$ cat src/rtl/dmbtd_pkg.sv
// ----------------------------------------------------------------------------
// DVB MJD/BCD time decoder package
// Shared types, constants and the month start and BCD decode functions of the decoder.
// ----------------------------------------------------------------------------
package dmbtd_pkg;

   // Stages from the input register to the output register.
   localparam int NUM_STAGES = 7;

   // Configuration register indexes.
   localparam logic CSR_ZONE_WEST_SECONDS = 1'b0;
   localparam logic CSR_LOCAL_MODE        = 1'b1;

   // Day counting constants. The date is counted from 1600-03-01, the start
   // of a 400-year Gregorian cycle; MJD 51604 is 2000-03-01.
   localparam logic [15:0] MJD_ERA_ONE      = 16'd51604;
   localparam logic [17:0] DOE_ERA_ZERO_ADD = 18'd94493;
   localparam logic [17:0] DAYS_PER_ERA_M1  = 18'd146096;
   localparam logic [17:0] DAYS_PER_CENTURY = 18'd36524;
   localparam logic [10:0] YEAR_BASE        = 11'd1600;
   localparam logic [10:0] YEARS_PER_ERA    = 11'd400;
   localparam logic [15:0] MJD_FORMULA_MIN  = 16'd15079;
   localparam logic [16:0] MJD_UNIX_EPOCH   = 17'd40587;
   localparam logic [33:0] SECONDS_PER_DAY  = 34'd86400;

   // Reciprocals for exact division by constants: q = (x * MUL) >> SHIFT,
   // with the shift chosen so that divisor times the largest x is below 2**SHIFT.
   localparam int DIV1460_SHIFT = 28;
   localparam logic [17:0] DIV1460_MUL =
      18'(((64'd1 << DIV1460_SHIFT) + 64'd1459) / 64'd1460);
   localparam int DIV365_SHIFT = 26;
   localparam logic [17:0] DIV365_MUL =
      18'(((64'd1 << DIV365_SHIFT) + 64'd364) / 64'd365);
   localparam int DIV153_SHIFT = 19;
   localparam logic [11:0] DIV153_MUL =
      12'(((64'd1 << DIV153_SHIFT) + 64'd152) / 64'd153);

   typedef struct packed {
      logic signed [16:0] zone_west_seconds;
      logic               local_mode;
   } cfg_type;

   typedef struct packed {
      logic [NUM_STAGES-1:0] load;
   } pipe_ctrl_type;

   typedef struct packed {
      logic [15:0] julian_day;
      logic        era;
      logic [17:0] doe;
      logic [7:0]  hour_bin;
      logic [7:0]  minute_bin;
      logic [7:0]  second_bin;
      logic        time_present;
      logic        date_in_range;
   } front_type;

   typedef struct packed {
      logic [10:0] year_full;
      logic [3:0]  month_number;
      logic [4:0]  day_of_month;
   } date_type;

   typedef struct packed {
      logic signed [32:0] epoch_seconds;
      logic [7:0]         hour_bin;
      logic [7:0]         minute_bin;
      logic [7:0]         second_bin;
      logic               time_present;
      logic               date_in_range;
   } time_type;

   // Day of the year (counted from March 1) on which a month starts; the
   // index counts months from March.
   function automatic logic [8:0] month_start(input logic [3:0] mp);
      logic [8:0] r;
      unique case (mp)
         4'd0:    r = 9'd0;
         4'd1:    r = 9'd31;
         4'd2:    r = 9'd61;
         4'd3:    r = 9'd92;
         4'd4:    r = 9'd122;
         4'd5:    r = 9'd153;
         4'd6:    r = 9'd184;
         4'd7:    r = 9'd214;
         4'd8:    r = 9'd245;
         4'd9:    r = 9'd275;
         4'd10:   r = 9'd306;
         4'd11:   r = 9'd337;
         default: r = 9'd0;
      endcase
      return r;
   endfunction

   function automatic logic [7:0] bcd_to_bin(input logic [7:0] b);
      return 8'({4'd0, b[7:4]} * 8'd10) + {4'd0, b[3:0]};
   endfunction

endpackage

$ cat src/rtl/dmbtd_channels.sv
// ----------------------------------------------------------------------------
// DVB MJD/BCD time decoder channels
// Valid/ready interfaces for the request and response words.
// ----------------------------------------------------------------------------
interface dmbtd_req_if;
   logic       valid;
   logic       ready;
   logic [15:0] julian_day;
   logic [7:0]  hour_bcd;
   logic [7:0]  minute_bcd;
   logic [7:0]  second_bcd;

   modport source (output valid, julian_day, hour_bcd, minute_bcd, second_bcd,
                   input ready);
   modport sink   (input valid, julian_day, hour_bcd, minute_bcd, second_bcd,
                   output ready);
endinterface

interface dmbtd_rsp_if;
   logic               valid;
   logic               ready;
   logic signed [32:0] epoch_seconds;
   logic [10:0]        year_full;
   logic [3:0]         month_number;
   logic [4:0]         day_of_month;
   logic [7:0]         hour_bin;
   logic [7:0]         minute_bin;
   logic [7:0]         second_bin;
   logic               time_present;
   logic               date_in_range;

   modport source (output valid, epoch_seconds, year_full, month_number,
                   day_of_month, hour_bin, minute_bin, second_bin,
                   time_present, date_in_range,
                   input ready);
   modport sink   (input valid, epoch_seconds, year_full, month_number,
                   day_of_month, hour_bin, minute_bin, second_bin,
                   time_present, date_in_range,
                   output ready);
endinterface

$ cat src/rtl/dvb_mjd_bcd_time_decoder_unit.sv
// ----------------------------------------------------------------------------
// DVB MJD/BCD time decoder
// Converts a DVB UTC_time field to a calendar date, binary time and epoch.
//
//   channel  direction  handshake      contents
//   req_ch   in         valid/ready    MJD and BCD hour, minute, second
//   rsp_ch   out        valid/ready    epoch, date, binary time, flags
//   csr_*    in         write enable   zone offset, local mode
//
// There are seven register stages between an accepted request word and its response
// word, and one word is taken each cycle while rsp_ch does not stall. The depth
// is set by the date path, where three reciprocal multiplies by constants and
// the corrections between them each get a stage. Reset clears the stage valid
// bits and both registers. A stall on rsp_ch holds full stages in place while
// empty stages further up keep filling.
// ----------------------------------------------------------------------------
module dvb_mjd_bcd_time_decoder_unit (
   input  logic              clock,
   input  logic              reset,
   dmbtd_req_if.sink         req_ch,
   dmbtd_rsp_if.source       rsp_ch,
   input  logic              csr_we,
   input  logic              csr_index,
   input  logic [16:0]       csr_wdata
);

   localparam int LAST = dmbtd_pkg::NUM_STAGES - 1;

   logic [LAST:0]            valid_ff;
   dmbtd_pkg::cfg_type       cfg_ff;
   dmbtd_pkg::pipe_ctrl_type ctrl;
   dmbtd_pkg::front_type     front;
   dmbtd_pkg::date_type      date;
   dmbtd_pkg::time_type      tod;
   logic                     req_accept;

   // A stage may load when it is empty or when the stage after it loads.
   always_comb begin
      ctrl.load[LAST] = !valid_ff[LAST] || rsp_ch.ready;
      for (int i = LAST - 1; i >= 0; i--) begin
         ctrl.load[i] = !valid_ff[i] || ctrl.load[i+1];
      end
   end

   assign req_ch.ready = ctrl.load[0] && !reset;
   assign req_accept   = req_ch.valid && req_ch.ready;

   always_ff @(posedge clock) begin
      if (reset) begin
         valid_ff <= '0;
         cfg_ff   <= '0;
      end else begin
         if (ctrl.load[0]) begin
            valid_ff[0] <= req_accept;
         end
         for (int i = 1; i <= LAST; i++) begin
            if (ctrl.load[i]) begin
               valid_ff[i] <= valid_ff[i-1];
            end
         end
         if (csr_we) begin
            unique case (csr_index)
               dmbtd_pkg::CSR_ZONE_WEST_SECONDS: cfg_ff.zone_west_seconds <= csr_wdata;
               dmbtd_pkg::CSR_LOCAL_MODE:        cfg_ff.local_mode <= csr_wdata[0];
               default:                          cfg_ff <= cfg_ff;
            endcase
         end
      end
   end

   dmbtd_front u_front (
      .clock      (clock),
      .ctrl       (ctrl),
      .julian_day (req_ch.julian_day),
      .hour_bcd   (req_ch.hour_bcd),
      .minute_bcd (req_ch.minute_bcd),
      .second_bcd (req_ch.second_bcd),
      .front      (front)
   );

   dmbtd_date u_date (
      .clock (clock),
      .ctrl  (ctrl),
      .front (front),
      .date  (date)
   );

   dmbtd_time u_time (
      .clock (clock),
      .ctrl  (ctrl),
      .cfg   (cfg_ff),
      .front (front),
      .tod   (tod)
   );

   assign rsp_ch.valid         = valid_ff[LAST];
   assign rsp_ch.epoch_seconds = tod.epoch_seconds;
   assign rsp_ch.year_full     = date.year_full;
   assign rsp_ch.month_number  = date.month_number;
   assign rsp_ch.day_of_month  = date.day_of_month;
   assign rsp_ch.hour_bin      = tod.hour_bin;
   assign rsp_ch.minute_bin    = tod.minute_bin;
   assign rsp_ch.second_bin    = tod.second_bin;
   assign rsp_ch.time_present  = tod.time_present;
   assign rsp_ch.date_in_range = tod.date_in_range;

endmodule

$ cat src/rtl/dmbtd_front.sv
// ----------------------------------------------------------------------------
// DVB MJD/BCD time decoder front stage
// Registers the request word with BCD digits decoded and the day of era set.
// ----------------------------------------------------------------------------
module dmbtd_front (
   input  logic                     clock,
   input  dmbtd_pkg::pipe_ctrl_type ctrl,
   input  logic [15:0]              julian_day,
   input  logic [7:0]               hour_bcd,
   input  logic [7:0]               minute_bcd,
   input  logic [7:0]               second_bcd,
   output dmbtd_pkg::front_type     front
);

   dmbtd_pkg::front_type front_ff;
   dmbtd_pkg::front_type front_in;

   always_comb begin
      front_in.julian_day = julian_day;
      front_in.era        = (julian_day >= dmbtd_pkg::MJD_ERA_ONE);
      // Days since the start of the current 400-year cycle.
      if (front_in.era) begin
         front_in.doe = {2'b00, julian_day} - {2'b00, dmbtd_pkg::MJD_ERA_ONE};
      end else begin
         front_in.doe = {2'b00, julian_day} + dmbtd_pkg::DOE_ERA_ZERO_ADD;
      end
      front_in.hour_bin      = dmbtd_pkg::bcd_to_bin(hour_bcd);
      front_in.minute_bin    = dmbtd_pkg::bcd_to_bin(minute_bcd);
      front_in.second_bin    = dmbtd_pkg::bcd_to_bin(second_bcd);
      front_in.time_present  = !((julian_day == 16'hFFFF) && (hour_bcd == 8'hFF)
                                 && (minute_bcd == 8'hFF) && (second_bcd == 8'hFF));
      front_in.date_in_range = (julian_day >= dmbtd_pkg::MJD_FORMULA_MIN);
   end

   always_ff @(posedge clock) begin
      if (ctrl.load[0]) begin
         front_ff <= front_in;
      end
   end

   assign front = front_ff;

endmodule

$ cat src/rtl/dmbtd_date.sv
// ----------------------------------------------------------------------------
// DVB MJD/BCD time decoder date path
// Day of cycle to Gregorian year, month and day over six register stages.
// ----------------------------------------------------------------------------
module dmbtd_date (
   input  logic                     clock,
   input  dmbtd_pkg::pipe_ctrl_type ctrl,
   input  dmbtd_pkg::front_type     front,
   output dmbtd_pkg::date_type      date
);

   // Stage 1: century leap corrections and the reciprocal product for /1460.
   logic [35:0] p1_ff;
   logic [2:0]  cent_ff;
   logic        last_ff;
   logic [17:0] doe1_ff;
   logic        era1_ff;
   // Stage 2: day count with leap days removed.
   logic [17:0] v2_ff;
   logic [17:0] doe2_ff;
   logic        era2_ff;
   // Stage 3: reciprocal product for /365.
   logic [35:0] p3_ff;
   logic [17:0] doe3_ff;
   logic        era3_ff;
   // Stage 4: year of cycle and day of year.
   logic [8:0]  yoe4_ff;
   logic [8:0]  doy4_ff;
   logic        era4_ff;
   // Stage 5: reciprocal product for /153 and the March-based year.
   logic [22:0] p5_ff;
   logic [8:0]  doy5_ff;
   logic [10:0] year5_ff;
   // Stage 6: output.
   dmbtd_pkg::date_type date_ff;

   logic [35:0] p1_in;
   logic [2:0]  cent_in;
   logic [6:0]  q1460;
   logic [17:0] v2_in;
   logic [35:0] p3_in;
   logic [8:0]  yoe_q;
   logic [1:0]  c100;
   logic [17:0] yday_base;
   logic [8:0]  doy4_in;
   logic [10:0] x153;
   logic [22:0] p5_in;
   logic [10:0] year5_in;
   logic [3:0]  mp;
   logic [3:0]  month_calc;
   dmbtd_pkg::date_type date_in;

   always_comb begin
      p1_in   = 36'(front.doe) * 36'(dmbtd_pkg::DIV1460_MUL);
      cent_in = 3'(front.doe >= dmbtd_pkg::DAYS_PER_CENTURY)
              + 3'(front.doe >= 18'(2 * dmbtd_pkg::DAYS_PER_CENTURY))
              + 3'(front.doe >= 18'(3 * dmbtd_pkg::DAYS_PER_CENTURY))
              + 3'(front.doe >= 18'(4 * dmbtd_pkg::DAYS_PER_CENTURY));

      q1460 = p1_ff[dmbtd_pkg::DIV1460_SHIFT +: 7];
      v2_in = doe1_ff - 18'(q1460) + 18'(cent_ff) - 18'(last_ff);

      p3_in = 36'(v2_ff) * 36'(dmbtd_pkg::DIV365_MUL);

      yoe_q     = p3_ff[dmbtd_pkg::DIV365_SHIFT +: 9];
      c100      = 2'(yoe_q >= 9'd100) + 2'(yoe_q >= 9'd200) + 2'(yoe_q >= 9'd300);
      yday_base = 18'(18'(yoe_q) * 18'd365) + 18'(yoe_q >> 2) - 18'(c100);
      doy4_in   = 9'(doe3_ff - yday_base);

      x153     = 11'(11'(doy4_ff) * 11'd5) + 11'd2;
      p5_in    = 23'(x153) * 23'(dmbtd_pkg::DIV153_MUL);
      year5_in = dmbtd_pkg::YEAR_BASE + (era4_ff ? dmbtd_pkg::YEARS_PER_ERA : 11'd0)
               + 11'(yoe4_ff);

      mp = p5_ff[dmbtd_pkg::DIV153_SHIFT +: 4];
      // Months are counted from March; January and February close the year.
      if (mp < 4'd10) begin
         month_calc = mp + 4'd3;
      end else begin
         month_calc = mp - 4'd9;
      end
      date_in.month_number = month_calc;
      date_in.day_of_month = 5'(doy5_ff - dmbtd_pkg::month_start(mp) + 9'd1);
      date_in.year_full    = year5_ff + 11'(month_calc <= 4'd2);
   end

   always_ff @(posedge clock) begin
      if (ctrl.load[1]) begin
         p1_ff   <= p1_in;
         cent_ff <= cent_in;
         last_ff <= (front.doe == dmbtd_pkg::DAYS_PER_ERA_M1);
         doe1_ff <= front.doe;
         era1_ff <= front.era;
      end
      if (ctrl.load[2]) begin
         v2_ff   <= v2_in;
         doe2_ff <= doe1_ff;
         era2_ff <= era1_ff;
      end
      if (ctrl.load[3]) begin
         p3_ff   <= p3_in;
         doe3_ff <= doe2_ff;
         era3_ff <= era2_ff;
      end
      if (ctrl.load[4]) begin
         yoe4_ff <= yoe_q;
         doy4_ff <= doy4_in;
         era4_ff <= era3_ff;
      end
      if (ctrl.load[5]) begin
         p5_ff    <= p5_in;
         doy5_ff  <= doy4_ff;
         year5_ff <= year5_in;
      end
      if (ctrl.load[6]) begin
         date_ff <= date_in;
      end
   end

   assign date = date_ff;

endmodule

$ cat src/rtl/dmbtd_time.sv
// ----------------------------------------------------------------------------
// DVB MJD/BCD time decoder epoch path
// Epoch seconds from the day count and time of day, aligned to the date path.
// ----------------------------------------------------------------------------
module dmbtd_time (
   input  logic                     clock,
   input  dmbtd_pkg::pipe_ctrl_type ctrl,
   input  dmbtd_pkg::cfg_type       cfg,
   input  dmbtd_pkg::front_type     front,
   output dmbtd_pkg::time_type      tod
);

   localparam int LAST = dmbtd_pkg::NUM_STAGES - 1;

   logic signed [33:0] prod_ff;
   logic [19:0]        secs_ff;
   logic signed [32:0] epoch_ff [LAST:2];
   logic [7:0]         hour_ff [LAST:1];
   logic [7:0]         minute_ff [LAST:1];
   logic [7:0]         second_ff [LAST:1];
   logic               present_ff [LAST:1];
   logic               in_range_ff [LAST:1];

   logic signed [16:0] dayoff;
   logic signed [33:0] prod_in;
   logic [19:0]        secs_in;
   logic signed [33:0] zone_ext;
   logic signed [33:0] sum;
   logic signed [32:0] epoch_in;

   always_comb begin
      dayoff  = $signed({1'b0, front.julian_day}) - $signed(dmbtd_pkg::MJD_UNIX_EPOCH);
      prod_in = 34'(dayoff) * $signed(dmbtd_pkg::SECONDS_PER_DAY);
      secs_in = 20'(20'(front.hour_bin) * 20'd3600) + 20'(20'(front.minute_bin) * 20'd60)
              + 20'(front.second_bin);

      zone_ext = cfg.local_mode ? 34'sd0 : 34'(cfg.zone_west_seconds);
      sum      = prod_ff + $signed(34'(secs_ff)) + zone_ext;
      epoch_in = present_ff[1] ? 33'(sum) : 33'sd0;
   end

   always_ff @(posedge clock) begin
      if (ctrl.load[1]) begin
         prod_ff        <= prod_in;
         secs_ff        <= secs_in;
         hour_ff[1]     <= front.hour_bin;
         minute_ff[1]   <= front.minute_bin;
         second_ff[1]   <= front.second_bin;
         present_ff[1]  <= front.time_present;
         in_range_ff[1] <= front.date_in_range;
      end
      if (ctrl.load[2]) begin
         epoch_ff[2] <= epoch_in;
      end
      for (int k = 2; k <= LAST; k++) begin
         if (ctrl.load[k]) begin
            hour_ff[k]     <= hour_ff[k-1];
            minute_ff[k]   <= minute_ff[k-1];
            second_ff[k]   <= second_ff[k-1];
            present_ff[k]  <= present_ff[k-1];
            in_range_ff[k] <= in_range_ff[k-1];
         end
      end
      for (int k = 3; k <= LAST; k++) begin
         if (ctrl.load[k]) begin
            epoch_ff[k] <= epoch_ff[k-1];
         end
      end
   end

   assign tod.epoch_seconds = epoch_ff[LAST];
   assign tod.hour_bin      = hour_ff[LAST];
   assign tod.minute_bin    = minute_ff[LAST];
   assign tod.second_bin    = second_ff[LAST];
   assign tod.time_present  = present_ff[LAST];
   assign tod.date_in_range = in_range_ff[LAST];

endmodule

$ cat src/flat_wrapper.sv
// flat-port wrapper written by rule: the top's interface ports become plain ports
module dvb_mjd_bcd_time_decoder_unit_flat 
  (clock, reset, csr_we, csr_index, csr_wdata, req_ch_valid, req_ch_julian_day, req_ch_hour_bcd, req_ch_minute_bcd, req_ch_second_bcd, req_ch_ready, rsp_ch_valid, rsp_ch_epoch_seconds, rsp_ch_year_full, rsp_ch_month_number, rsp_ch_day_of_month, rsp_ch_hour_bin, rsp_ch_minute_bin, rsp_ch_second_bin, rsp_ch_time_present, rsp_ch_date_in_range, rsp_ch_ready);
  dmbtd_req_if req_ch_i ();
  dmbtd_rsp_if rsp_ch_i ();
  input  logic clock;
  input  logic reset;
  input  logic csr_we;
  input  logic csr_index;
  input  logic [16:0] csr_wdata;
  input wire logic [$bits(req_ch_i.valid)-1:0] req_ch_valid;
  input wire logic [$bits(req_ch_i.julian_day)-1:0] req_ch_julian_day;
  input wire logic [$bits(req_ch_i.hour_bcd)-1:0] req_ch_hour_bcd;
  input wire logic [$bits(req_ch_i.minute_bcd)-1:0] req_ch_minute_bcd;
  input wire logic [$bits(req_ch_i.second_bcd)-1:0] req_ch_second_bcd;
  output wire logic [$bits(req_ch_i.ready)-1:0] req_ch_ready;
  output wire logic [$bits(rsp_ch_i.valid)-1:0] rsp_ch_valid;
  output wire logic [$bits(rsp_ch_i.epoch_seconds)-1:0] rsp_ch_epoch_seconds;
  output wire logic [$bits(rsp_ch_i.year_full)-1:0] rsp_ch_year_full;
  output wire logic [$bits(rsp_ch_i.month_number)-1:0] rsp_ch_month_number;
  output wire logic [$bits(rsp_ch_i.day_of_month)-1:0] rsp_ch_day_of_month;
  output wire logic [$bits(rsp_ch_i.hour_bin)-1:0] rsp_ch_hour_bin;
  output wire logic [$bits(rsp_ch_i.minute_bin)-1:0] rsp_ch_minute_bin;
  output wire logic [$bits(rsp_ch_i.second_bin)-1:0] rsp_ch_second_bin;
  output wire logic [$bits(rsp_ch_i.time_present)-1:0] rsp_ch_time_present;
  output wire logic [$bits(rsp_ch_i.date_in_range)-1:0] rsp_ch_date_in_range;
  input wire logic [$bits(rsp_ch_i.ready)-1:0] rsp_ch_ready;
  assign req_ch_i.valid = req_ch_valid;
  assign req_ch_i.julian_day = req_ch_julian_day;
  assign req_ch_i.hour_bcd = req_ch_hour_bcd;
  assign req_ch_i.minute_bcd = req_ch_minute_bcd;
  assign req_ch_i.second_bcd = req_ch_second_bcd;
  assign req_ch_ready = req_ch_i.ready;
  assign rsp_ch_valid = rsp_ch_i.valid;
  assign rsp_ch_epoch_seconds = rsp_ch_i.epoch_seconds;
  assign rsp_ch_year_full = rsp_ch_i.year_full;
  assign rsp_ch_month_number = rsp_ch_i.month_number;
  assign rsp_ch_day_of_month = rsp_ch_i.day_of_month;
  assign rsp_ch_hour_bin = rsp_ch_i.hour_bin;
  assign rsp_ch_minute_bin = rsp_ch_i.minute_bin;
  assign rsp_ch_second_bin = rsp_ch_i.second_bin;
  assign rsp_ch_time_present = rsp_ch_i.time_present;
  assign rsp_ch_date_in_range = rsp_ch_i.date_in_range;
  assign rsp_ch_i.ready = rsp_ch_ready;
  dvb_mjd_bcd_time_decoder_unit u_core (.clock(clock), .reset(reset), .req_ch(req_ch_i), .rsp_ch(rsp_ch_i), .csr_we(csr_we), .csr_index(csr_index), .csr_wdata(csr_wdata));
endmodule
$ cat config.mk
export PLATFORM = sky130hd
export DESIGN_NAME = dvb_mjd_bcd_time_decoder_unit_flat
export DESIGN_NICKNAME = d
export VERILOG_FILES = /design/src/rtl/dmbtd_pkg.sv /design/src/rtl/dmbtd_channels.sv /design/src/rtl/dvb_mjd_bcd_time_decoder_unit.sv /design/src/rtl/dmbtd_front.sv /design/src/rtl/dmbtd_date.sv /design/src/rtl/dmbtd_time.sv /design/src/flat_wrapper.sv
export SDC_FILE = /design/constraint.sdc
export NUM_CORES = 2
export LEC_CHECK = 0
export BUFFER_PORTS_ARGS = -buffer_cell sky130_fd_sc_hd__buf_2
export CORE_UTILIZATION = 46
export CTS_CLUSTER_DIAMETER = 80
export DETAILED_ROUTE_END_ITERATION = 7
export PLACE_DENSITY = 0.66
export SETUP_SLACK_MARGIN = 0.15
export SLEW_MARGIN = 20
export SYNTH_ARGS = -nofsm -noshare
export SYNTH_HDL_FRONTEND = slang
export SYNTH_SLANG_ARGS = --single-unit
$ cat constraint.sdc
create_clock -name clock -period 20.5 [get_ports clock]
set_input_delay 1.025 -clock clock [delete_from_list [all_inputs] [get_ports clock]]
set_output_delay 1.025 -clock clock [all_outputs]
set_load 0.005 [all_outputs]
After elaboration in Yosys (flattened, before gate mapping):

Memories as Yosys holds them, arrays and structs flattened. A register that Yosys moved wholly into a read port is not among the register bits.
Index checks and enable logic that the tools add are counted.

* output and inout port bits: 81
* memories kept: 7
* register bits: 337
* RAM bits: 321
* bits in latches: 0
* logic and storage cells: 144
* input port bits: 63
* memory bits (read-only): 144

* reduce and logical (&&, ||, !) cells: 23
* multiplexer cells: 18
* magnitude comparators: 11
* divide/modulo/power cells: 0
* multiply operators: 11
* equality and inequality tests: 5
* bitwise gates (word level): 1
* add/sub/neg operators: 29
* shift operators: 0

Memory list
* u_core.u_time.epoch_ff: words 5, bits a word 33, read ports 5, clocked after memory_dff 0, wr ports 5, line dmbtd_time.sv:17 `logic signed [32:0] epoch_ff [LAST:2];`
* (name not given): words 16, bits a word 9, read ports 1, clocked after memory_dff 1, wr ports 0, line dmbtd_pkg.sv:77 `unique case (mp)`
* u_core.u_time.hour_ff: words 6, bits a word 8, read ports 6, clocked after memory_dff 0, wr ports 6, line dmbtd_time.sv:18 `logic [7:0] hour_ff [LAST:1];`
* u_core.u_time.minute_ff: words 6, bits a word 8, read ports 6, clocked after memory_dff 0, wr ports 6, line dmbtd_time.sv:19 `logic [7:0] minute_ff [LAST:1];`
* u_core.u_time.second_ff: words 6, bits a word 8, read ports 6, clocked after memory_dff 0, wr ports 6, line dmbtd_time.sv:20 `logic [7:0] second_ff [LAST:1];`
* u_core.u_time.in_range_ff: words 6, bits a word 1, read ports 6, clocked after memory_dff 0, wr ports 6, line dmbtd_time.sv:22 `logic in_range_ff [LAST:1];`
* +1 memories

Operators by type and width (count)
* $mul A18 B16 Y33 const B: 2
* $mux W33: 2
* $ge A18 B17 Y1 const B: 2
* $sub A16 B16 Y17 const B: 2
* $add A33 B21 Y33: 1
* $add A33 B33 Y33: 1
* $mul A17 B11 Y26 const B: 1
* $add A8 B4 Y8: 3
* $eq A8 B8 Y1 const B: 3
* $mul A11 B12 Y23 const B: 1
* $mul A4 B3 Y7 const B: 3
* $add A20 B14 Y20: 1
* $add A20 B8 Y20: 1
* $add A16 B17 Y18 const B: 1
* $add A18 B3 Y18: 1
* $eq A18 B18 Y1 const B: 1
* $ge A18 B16 Y1 const B: 1
* $ge A18 B18 Y1 const B: 1
* $mux W18: 1
* $sub A18 B1 Y18: 1
* $sub A18 B7 Y18: 1
* $eq A16 B16 Y1 const B: 1
* $ge A16 B14 Y1 const B: 1
* $ge A16 B16 Y1 const B: 1
* other kinds (32): 64

Logic depth before layout (Yosys ltp):

* depth in word-level cells: 10
* gate-level depth with buffers: 32
* depth with buffers taken out: 32

Modules after synthesis:

Synthesis repeated with hierarchy kept, for this count alone.

* cells, all modules: 3551
* area total of the unflattened synthesis: 44217.4 um2

By module, submodules not included
* dmbtd_date: seq. area each 4184.0 um2, area each 20500.9 um2, instances 1, cells each 1806
* dmbtd_time: seq. area each 10960.5 um2, area each 19368.6 um2, instances 1, cells each 1361
* dmbtd_front: seq. area each 1831.8 um2, area each 3423.3 um2, instances 1, cells each 268
* dvb_mjd_bcd_time_decoder_unit: seq. area each 500.5 um2, area each 924.6 um2, instances 1, cells each 116

Least setup slack after synthesis:

Ideal clock, no wire load.

* path kind: register to register
* from: reg u_core.u_date.doy4_ff[1]
* to: reg (tool-made name)
* buffers on the path: 0
* arrival: 7231 ps
* required time: 20425 ps
* library setup time: 75 ps
* setup slack: 13194 ps
* stages on the path, launching flop included: 30
* period minus slack after synthesis: 7306 ps
* path through: edfxtp_1 ha_1 ha_1 o211a_1 o21a_1 o21a_1 o21a_1 o21ai_1 a21boi_0 or4b_1 o2111ai_1 ha_1 inv_1 fa_1 fa_1 fa_1 fa_1 inv_1 ha_1 a2111oi_4 a21oi_2 o21ai_1 nand2b_1 a311o_1 xor2_1 mux2i_1 ha_1 inv_1 mux2_1 o22ai_1

RTL lines
* start: declaration: line dmbtd_date.sv:28 `logic [8:0] doy4_ff;`
* start signal: assignment: line dmbtd_date.sv:107 `doy4_ff <= doy4_in;`

==> results.py <==
metrics = {
    "run_status": {
        "outcome": "completed",
    },
    "clocking": {
        "cts_sinks": 592,
        "cts-resized-gates": 0,
        "clk_path_buf_depth": 3,
        "clock-root-buffer": "clkbuf_16",
        "cts_hold_buf": 0,
        "numCtsBuffers": 66,
        "cts_tree": "yes",
        "cts_setup_buffers": 0,
        "htreeDepth": 3,
        "clk_latency_ps": 610,
        "clk_pin_slew_ps": 60,
    },
    "die": {
        "die-area_um2": 98030,
        "initial_core_util": 0.4665,
        "num_io_pins": 144,
        "core_um2": 95440,
        "die_h_um": 313.1,
        "row_count": 113,
        "die_w_um": 313.1,
    },
    "grt": {
        "globalRouteOverflowTotal": 0,
        "grt_pass1_vias": 25818,
        "track_usage": 0.1701,
        "grt_pass1_wl_um": 133600,
        "antenna_found_initial": 3,
        "grt_start_max_net_pins": 79,
    },
    "worst_setup_path": {
        "cp.depth": 29,
        "critPathKind": "flip-flop to flip-flop",
        "critPathMaxFanout": 6,
        "cp_num_buf_inv": 3,
        "reg2reg_from": "u_core.u_date.doy4_ff[1]",
        "worstSetupStartpointType": "flip-flop",
        "crit_slowest_cell": "fa_1",
        "critPathCaptureType": "flip-flop",
        "worst_ep_required_time_ps": 21030,
        "arrival_ps": 8380,
        "reg2reg_depth": 29,
        "path_delay_family": "adder cells",
        "r2r_slack_ps": 12660,
        "path_common_cell": "ha_1",
        "slowest_delay_ps": 540,
    },
    "timing": {
        "fin_crit_sh": 0.3826,
        "finalCriticalPeriod_ps": 7844,
        "finalSetupViolations": 0,
        "holdWs_ps": 411.5,
        "fin_worst_skew_ps": 15.88,
        "final-hold-violation-count": 0,
        "worst_pin_slew_ps": 1016,
        "timing.slew.headroom": 0.3225,
        "fin_ws_ps": 12660,
        "rsz0062_at_grt": "no",
        "tns_ps": 0,
        "drv_slew": 0,
        "clock.fmax_ghz": 0.1275,
    },
    "yosys": {
        "ys.flop_type": "edfxtp_1",
        "synth_top_area_cell": "edfxtp_1",
        "synth_top_area_share": 0.3791,
        "yosys_register_bits": 592,
        "synth_edf_count": 562,
        "synth_cell_types": 84,
        "netlist_top_cells_area": "edfxtp_1 (38%), ha_1 (21%), fa_1 (16%), inv_1 (5.7%), xnor2_1 (2.7%)",
        "yosys_warnings": 0,
        "yosysMostFrequentCell": "ha_1",
        "synthArstFlopShare": 0,
        "syn_area_per_cell_um2": 12.26,
        "netlist_top_cells_count": "ha_1 (738), inv_1 (676), edfxtp_1 (562)",
        "syn_nets": 4797,
        "synthCells": 3632,
        "synth-seq-area-share": 0.3926,
        "netlist_area_um2": 44520,
    },
    "routing": {
        "viasPerCell": 4.978,
        "ant_nets": 0,
        "initialDrtViolationCount": 1256,
        "wl_um": 80990,
        "drt_first_pass_iters": 5,
        "drcViolationCount": 0,
        "wl_per_cell_um": 15.91,
        "vias": 25342,
    },
    "placed_design": {
        "dp.cells": 4974,
        "portBuffers": 143,
        "place.gp.congestion": 0.8445,
        "place_ws_ps": 12660,
        "hpwl_um": 64230,
    },
    "layout": {
        "drive_gt1_frac": 0.07737,
        "final_cell_count_no_fill": 5091,
        "final_nets": 4942,
        "num_antenna_cells": 0,
        "area_growth_pct": 9.114,
    },
    "worst_hold_path": {
        "min_to": "u_core.u_time.hour_ff[0][43]",
        "hold_depth": 0,
        "min_path_type": "flip-flop to flip-flop",
        "worstHoldStart": "u_core.u_time.hour_ff[0][35]",
    },
    "run": {
        "maxCapViolCount": 0,
    },
}
worst max-delay path by stage:
stage / startpoint / to
final: u_core.u_date.doy4_ff[1] / flip-flop
after global routing: u_core.u_date.doy4_ff[1] / flip-flop
after CTS: u_core.u_date.doy4_ff[1] / flip-flop
after detailed placement: u_core.u_date.doy4_ff[1] / flip-flop
after global placement: u_core.u_date.doy4_ff[1] / flip-flop
after floorplan: u_core.u_date.doy4_ff[1] / flip-flop
stage by stage:
stage                       util  cell area [µm²]
after detailed placement  0.4866            46440
after global routing      0.5090            48580
after global placement    0.4866            46440
final                     0.5090            48580
after CTS                 0.5089            48570
after floorplan                -            44520
cells in the final DEF, fill, tap and decap left out, drive strengths merged, types with 54 or more instances in the layout:
cell      n
fa      364
o21ai    92
nand2   132
xnor2   139
inv     684
nor2    101
ha      738
clkbuf   80
edfxtp  562
xor2     57
nand3    54
buf     156
a21oi   149
cell type report:
| class | instances | area, µm² |
|---|---|---|
| clock buffers | 80 | 1735 |
| clock inverters | 37 | 390.4 |
| fillers | 8315 | 46860 |
| inverters | 678 | 2549 |
| multi-input cells | 2283 | 24030 |
| flip-flops and latches | 592 | 17480 |
| well taps | 1265 | 1583 |
| repair buffers | 156 | 813.3 |
registers in the layout (all words and copies together), names as in the netlist, 11 cells and up, named ones only:
signal / cells
u_core.cfg_ff: 18
u_core.u_date.date: 20
u_core.u_date.doe1_ff: 18
u_core.u_date.year5_ff: 11
u_core.u_date.v2_ff: 18
u_core.u_front.front: 61
u_core.u_time.second_ff: 46
u_core.u_time.minute_ff: 48
u_core.u_time.epoch_ff: 165
u_core.u_time.prod_ff: 26
u_core.u_time.secs_ff: 20
u_core.u_time.hour_ff: 48
per-layer routing:
| layer | global-route usage | up-vias | wire, µm | part of all wire |
|---|---|---|---|---|
| met5 | 0 | - | 0 | 0 |
| met4 | 0.04102 | 0 | 1746 | 0.022 |
| met3 | 0.02686 | 114 | 3136 | 0.039 |
| met2 | 0.2723 | 384 | 36530 | 0.45 |
| met1 | 0.2421 | 12205 | 39580 | 0.49 |
| li1 | - | 12639 | - | - |
cells by family after synthesis:
kind of cell             count (synthesis)  share of synthesized area
AND/OR/NAND/NOR                        524                    0.05955
multiplexers                            10                   0.002333
AO/OA/AOI/OAI                          451                    0.06714
XOR/XNOR                               196                    0.03856
flip-flops                             592                     0.3926
buffers and inverters                  757                    0.06877
adder cells (fa/ha/maj)               1102                     0.3711
Power is left out: the tool's default activity adds up to more than one toggle a clock period on the data nets, which glitch-free logic cannot reach.
